[config.mk]
export PLATFORM = sky130hd
export DESIGN_NAME = sv39pt_walker
export DESIGN_NICKNAME = d
export VERILOG_FILES = /design/src/sv/sv39pt_pkg.sv /design/src/sv/sv39pt_walker.sv
export SDC_FILE = /design/constraint.sdc
export NUM_CORES = 1
export LEC_CHECK = 0
export BUFFER_PORTS_ARGS = -buffer_cell sky130_fd_sc_hd__buf_2
export CAP_MARGIN = 20
export CORE_ASPECT_RATIO = 1.5
export CORE_MARGIN = 5
export CORE_UTILIZATION = 28
export CTS_CLUSTER_DIAMETER = 30
export DETAILED_ROUTE_END_ITERATION = 8
export GPL_ROUTABILITY_DRIVEN = 0
export GPL_TIMING_DRIVEN = 0
export SETUP_SLACK_MARGIN = 0.02
export SLEW_MARGIN = 10
export SYNTH_ARGS = -nofsm -noshare
export SYNTH_HDL_FRONTEND = slang
export SYNTH_SLANG_ARGS = --single-unit
[constraint.sdc]
create_clock -name aclk -period 4.45 [get_ports aclk]
set_input_delay 0 -clock aclk [delete_from_list [all_inputs] [get_ports aclk]]
set_output_delay 0 -clock aclk [all_outputs]
set_load 0.02 [all_outputs]
[src/sv/sv39pt_pkg.sv]
// Shared package for the Sv39 page table walker.
// Holds the size defaults, status codes and the result record; no dependencies.
package sv39pt_pkg;

    // Default number of 512-entry table pages held in the store.
    localparam int TABLE_PAGES_DEF   = 16;
    localparam int ENTRIES_PER_TABLE = 512;
    localparam int LEVEL_BITS        = 9;

    localparam int STATUS_W = 3;
    localparam int PPN_W    = 44;
    localparam int ENTRY_W  = 64;
    localparam int INDEX_W  = 13;
    localparam int VA_W     = 64;
    localparam int VPN_W    = 3 * LEVEL_BITS;
    localparam int ROOT_W   = 4;

    // Entry word layout.
    localparam int FLAG_V_BIT = 0;
    localparam int FLAG_U_BIT = 4;
    localparam int PPN_LSB    = 10;

    // Virtual addresses at or above 2^38 are rejected.
    localparam int VA_LIMIT_BIT = 38;

    // Result status codes.
    localparam logic [STATUS_W-1:0] ST_OK        = 3'd0;
    localparam logic [STATUS_W-1:0] ST_TOO_LARGE = 3'd1;
    localparam logic [STATUS_W-1:0] ST_INVALID   = 3'd2;
    localparam logic [STATUS_W-1:0] ST_NOT_USER  = 3'd3;
    localparam logic [STATUS_W-1:0] ST_OUTSIDE   = 3'd4;

    // Item kinds on the input tuser bit.
    localparam logic OP_WRITE     = 1'b0;
    localparam logic OP_TRANSLATE = 1'b1;

    // Configuration register byte addresses.
    localparam logic [2:0] ADDR_ROOT_TABLE_PAGE = 3'd0;

    typedef struct packed {
        logic [STATUS_W-1:0] status;
        logic [PPN_W-1:0]    ppn;
    } res_t;

endpackage

[src/sv/sv39pt_walker.sv]
// Walk sequencer: clearing pass, entry writes and the three-level table walk.
// Depends on sv39pt_pkg; drives the port of one sv39pt_ram instance.
module sv39pt_walker
    import sv39pt_pkg::*;
#(
    parameter int TABLE_PAGES = TABLE_PAGES_DEF,
    parameter int PAGE_W      = (TABLE_PAGES > 1) ? $clog2(TABLE_PAGES) : 1,
    parameter int ADDR_W      = PAGE_W + LEVEL_BITS
) (
    input  logic               aclk,
    input  logic               aresetn,
    input  logic [ROOT_W-1:0]  root_page,
    input  logic               in_valid,
    output logic               in_ready,
    input  logic               in_opcode,
    input  logic [INDEX_W-1:0] in_index,
    input  logic [ENTRY_W-1:0] in_value,
    input  logic [VA_W-1:0]    in_va,
    output logic               res_valid,
    input  logic               res_ready,
    output res_t               res,
    output logic               mem_we,
    output logic [ADDR_W-1:0]  mem_addr,
    output logic [ENTRY_W-1:0] mem_wdata,
    input  logic [ENTRY_W-1:0] mem_rdata
);

    localparam int DEPTH = TABLE_PAGES * ENTRIES_PER_TABLE;
    // One bit above the wider of the two index widths, so that DEPTH itself fits.
    localparam int XW    = ((ADDR_W > INDEX_W) ? ADDR_W : INDEX_W) + 1;
    localparam logic [ADDR_W-1:0] CLR_LAST = ADDR_W'(DEPTH - 1);

    localparam logic [1:0] S_CLEAR = 2'd0;
    localparam logic [1:0] S_IDLE  = 2'd1;
    localparam logic [1:0] S_READ  = 2'd2;
    localparam logic [1:0] S_DONE  = 2'd3;

    logic [1:0]        state_reg, state_next;
    logic [ADDR_W-1:0] clr_cnt_reg, clr_cnt_next;
    logic [1:0]        level_reg, level_next;
    logic [VPN_W-1:0]  vpn_reg, vpn_next;
    res_t              res_reg, res_next;

    logic                  mem_re;
    logic [XW-1:0]         idx_x;
    logic [PPN_W-1:0]      e_ppn;
    logic [LEVEL_BITS-1:0] next_idx;

    assign idx_x = XW'(in_index);
    assign e_ppn = mem_rdata[PPN_LSB +: PPN_W];
    // Level just read is level_reg; the next table is indexed by the level below.
    assign next_idx = (level_reg == 2'd2) ? vpn_reg[LEVEL_BITS +: LEVEL_BITS]
                                          : vpn_reg[0 +: LEVEL_BITS];

    always_comb begin
        state_next   = state_reg;
        clr_cnt_next = clr_cnt_reg;
        level_next   = level_reg;
        vpn_next     = vpn_reg;
        res_next     = res_reg;
        mem_we       = 1'b0;
        mem_re       = 1'b0;
        mem_addr     = clr_cnt_reg;
        mem_wdata    = '0;
        case (state_reg)
            S_CLEAR: begin
                mem_we       = 1'b1;
                clr_cnt_next = clr_cnt_reg + 1'b1;
                if (clr_cnt_reg == CLR_LAST) begin
                    state_next = S_IDLE;
                end
            end
            S_IDLE: begin
                if (in_valid) begin
                    state_next = S_DONE;
                    res_next   = '{status: ST_OK, ppn: '0};
                    vpn_next   = in_va[12 +: VPN_W];
                    if (in_opcode == OP_WRITE) begin
                        // Writes beyond the store are dropped silently.
                        if (idx_x < XW'(DEPTH)) begin
                            mem_we    = 1'b1;
                            mem_addr  = idx_x[ADDR_W-1:0];
                            mem_wdata = in_value;
                        end
                    end else if (in_va[VA_W-1:VA_LIMIT_BIT] != '0) begin
                        res_next.status = ST_TOO_LARGE;
                    end else if ({5'd0, root_page} >= 9'(TABLE_PAGES)) begin
                        res_next.status = ST_OUTSIDE;
                    end else begin
                        mem_re     = 1'b1;
                        mem_addr   = {PAGE_W'(root_page),
                                      in_va[12 + 2*LEVEL_BITS +: LEVEL_BITS]};
                        level_next = 2'd2;
                        state_next = S_READ;
                    end
                end
            end
            S_READ: begin
                if (!mem_rdata[FLAG_V_BIT]) begin
                    res_next.status = ST_INVALID;
                    state_next      = S_DONE;
                end else if (level_reg == 2'd0) begin
                    if (!mem_rdata[FLAG_U_BIT]) begin
                        res_next.status = ST_NOT_USER;
                    end else begin
                        res_next.ppn = e_ppn;
                    end
                    state_next = S_DONE;
                end else if (e_ppn >= PPN_W'(TABLE_PAGES)) begin
                    res_next.status = ST_OUTSIDE;
                    state_next      = S_DONE;
                end else begin
                    mem_re     = 1'b1;
                    mem_addr   = {e_ppn[PAGE_W-1:0], next_idx};
                    level_next = level_reg - 1'b1;
                end
            end
            S_DONE: begin
                if (res_ready) begin
                    state_next = S_IDLE;
                end
            end
            default: begin
                state_next = S_IDLE;
            end
        endcase
    end

    always_ff @(posedge aclk) begin
        if (!aresetn) begin
            state_reg   <= S_CLEAR;
            clr_cnt_reg <= '0;
        end else begin
            state_reg   <= state_next;
            clr_cnt_reg <= clr_cnt_next;
        end
        level_reg <= level_next;
        vpn_reg   <= vpn_next;
        res_reg   <= res_next;
    end

    assign in_ready  = (state_reg == S_IDLE);
    assign res_valid = (state_reg == S_DONE);
    assign res       = res_reg;

    a_read_then_wait: assert property (@(posedge aclk) disable iff (!aresetn)
        mem_re |=> state_reg == S_READ)
        else $error("table read issued without waiting for its data");

    a_no_rw_clash: assert property (@(posedge aclk) disable iff (!aresetn)
        mem_we |-> !mem_re)
        else $error("store written while a walk read is issued");

    a_ppn_only_ok: assert property (@(posedge aclk) disable iff (!aresetn)
        res_valid |-> (res.status == ST_OK || res.ppn == '0))
        else $error("page number set on a faulting result");

    a_status_range: assert property (@(posedge aclk) disable iff (!aresetn)
        res_valid |-> (res.status == ST_OK || res.status == ST_TOO_LARGE ||
                       res.status == ST_INVALID || res.status == ST_NOT_USER ||
                       res.status == ST_OUTSIDE))
        else $error("undefined status code");

endmodule
==> summary.md <==
| Metric | Value |
|---|---|
| CP max stage delay | 550 ps |
| Layout Skew | 9.098 ps |
| Max Slew Vio Count | 0 |
| Layout cell share with drive strength beyond 1 | 43.85% |
| RSZ-0062 raised after global routing | no |
| Cts bufs inserted | 9 |
| Vias | 4708 |
| Worst vdd ir | 203.2 uV |
| Largest register FFs | 47 |
| Period utilisation layout | 56.53% |
| Final Hold Violating Endpoints | 0 |
| Tot GR Track Use | 17.10% |
| Status | complete, no violations |
| Mapped Avg Cell Area | 10.78 sq um |
| Postcts setup bufs | 0 |
| Area Overhead vs Synth | 58.63% |
| Total negative slack | 0 ps |
| DR vias/cell | 4.566 |
| Power density cells | 350.0 mW/mm^2 |
| Syn Std Cell Area | 0.004678 sq mm |
| WL final | 16930 um |
| Crit Path Category | input port to output pin |
| CTS resizes | 0 |
| TritonCTS clock tree | yes |
| DP HPWL | 13880 um |
| Worst EP arrival | 2520 ps |
| Number of global-route vias before repair | 5014 |
| Io pins | 341 |
| Initial Util | 28.15% |
| Setup WS pre-CTS | 2057 ps |
| Crit Path Max Fanout | 10 |
| Die area | 0.01945 sq mm |
| Post-synth net total | 655 |
| Crit-path leading delay family | simple AND/OR/NAND/NOR gates |
| Largest net degree at the start of global routing | 28 |
| Clock-pin slew on the worst setup and hold paths | 60 ps |
| DRT antenna net count | 0 |
| H-tree depth | 3 |
| Antenna violations before repair | 1 |
| Drt pass-1 iters | 4 |
| Post-synthesis register bit count | 82 |
| CP startpoint kind | input port |
| Worst Hold Class | input port to flop |
| Worst path bufs/invs | 3 |
| Final Non-Filler Cells | 1031 |
| Net count, final | 1037 |
| Post-route setup slack | 1934 ps |
| Maximum root-to-sink buffer count | 2 |
| Die Ht | 168.3 um |
| Worst slew margin | 49.95% |
| Global-route wire length before repair | 25820 um |
| Max Clk Rate | 397.5 MHz |
| DRC | 0 |
| CTS Hold Bufs | 60 |
| Clock latency on the worst-skew pair | 340 ps |
| Placed Cells | 955 |
| Slowest CP cell | dlygate4sd3_1 |
| Clk sinks | 82 |
| Max-cap viol count | 0 |
| CP most frequent cell | buf_2 |
| Post-layout power | 2597 uW |
| Grt total ovfl | 0 |
| Worst path cell trace | dlygate4sd3_1, buf_2, nor4_1, nand3_1, nor4_4, nand3_4, o221ai_2, buf_2 |
| Critical Path End Type | output pin |
| Cell leakage power | 0.003605 uW |
| Post-synth cell types | 46 |
| DR iter-0 viols | 144 |
| Core area | 0.01662 sq mm |
| Die Width | 115.5 um |
| I/O Buffers | 309 |
| Post-Syn Instances | 434 |
| Number of synthesis warnings | 0 |
| CP Data Required Time | 4450 ps |
| R2r setup slk | 2220 ps |
| Site Rows | 58 |
| Sequential-to-total area share from yosys stat | 49.42% |
| Final worst path period need | 2516 ps |
| Root Driver | clkbuf_16 |
| Endpoints failing setup | 0 |
| Routed wire per std cell | 16.42 um |
| ANT cells | 0 |
| Least-Margin Pin Slew | 743.8 ps |
[metrics by stage]
step | utilization [%] | cell area (sq um) | hold WS [ps]
after floorplan | - | 4678 | 98.87
after global placement | 39.04 | 6487 | 177.9
after detailed placement | 39.34 | 6538 | 178.1
after CTS | 44.65 | 7421 | 0.7156
after global routing | 44.65 | 7421 | 24.30
final | 44.65 | 7421 | 11.86
[cell usage after synthesis, drive strengths merged]
| master | instances | share of area (%) |
|---|---|---|
| o32ai | 9 | 1.7 |
| a221o | 3 | 0.64 |
| xor2 | 2 | 0.37 |
| nor2b | 3 | 0.56 |
| edfxtp | 67 | 43 |
| nand4 | 9 | 1.7 |
| ha | 7 | 1.9 |
| nand2 | 28 | 2.2 |
| xnor2 | 10 | 1.9 |
| a32o | 1 | 0.21 |
| a21boi | 3 | 0.48 |
| nor3 | 1 | 0.11 |
| or2 | 2 | 0.27 |
| buf | 7 | 1.2 |
| o221ai | 10 | 3.2 |
| and2 | 57 | 7.7 |
| mux2i | 11 | 2.4 |
| nand2b | 3 | 0.40 |
| nor4 | 19 | 4.5 |
| dfxtp | 15 | 6.4 |
| or4b | 1 | 0.21 |
| nand3 | 14 | 1.8 |
| and3 | 70 | 9.4 |
| a31oi | 3 | 0.40 |
| o21ai | 8 | 0.86 |
| clkbuf | 24 | 1.9 |
| a21oi | 3 | 0.32 |
| nor2 | 12 | 0.96 |
| o41ai | 1 | 0.59 |
| o31ai | 1 | 0.16 |
| and4 | 2 | 0.37 |
| o21a | 1 | 0.16 |
| inv | 27 | 2.2 |
[metal layers]
layer / up-vias / global-route usage [%] / part of all wire (%)
met5: - / 0 / 0.077
met4: 2 / 5.005 / 1.8
met3: 16 / 4.351 / 9.9
met2: 234 / 31.12 / 52
met1: 2108 / 19.32 / 37
li1: 2348 / - / -
[logic make-up after synthesis]
logic type / synth area share [%]
flip-flops: 49.43
AO/OA/AOI/OAI: 8.719
adder cells (fa/ha/maj): 1.872
buffers and inverters: 5.242
multiplexers: 2.354
XOR/XNOR: 2.247
AND/OR/NAND/NOR: 30.14
[final timing paths]
kind | endpoint | cells after the start | startpoint
max | mem_addr[0] | 8 | mem_rdata[53]
min reg2reg | state_reg[1] | 2 | state_reg[1]
max reg2reg | res[38] | 6 | state_reg[0]
min | res[30] | 2 | mem_rdata[40]
[placed cells by master, fill, tap and decap left out, types with 9 or more instances in the layout]
cell type,instances
buf_2,310
and3_1,70
edfxtp_1,67
dlygate4sd3_1,60
and2_1,55
nand2_1,28
inv_1,25
clkbuf_1,24
dfxtp_1,15
nand3_1,13
nor2_1,12
mux2i_1,11
nor4_1,11
o221ai_2,10
xnor2_1,10
o32ai_1,9
clkbuf_16,9
[report_power, final]
| group | internal, uW | switching [uW] | total, uW |
|---|---|---|---|
| Sequential | 994 | 42.3 | 1040 |
| Clock | 387 | 335 | 723 |
| Combinational | 320 | 518 | 838 |
| Total | 1700 | 896 | 2600 |
[final cells by class]
cell class,count,area [sq um]
fillers,1583,9198
flip-flops and latches,82,2312
repair buffers,371,2186
multi-input cells,294,2132
well taps,210,262.8
clock buffers,9,225.2
plain buffers,31,143.9
inverters,27,101.3
clock inverters,7,57.56
Note: power is estimated with default switching activity, not from simulation.
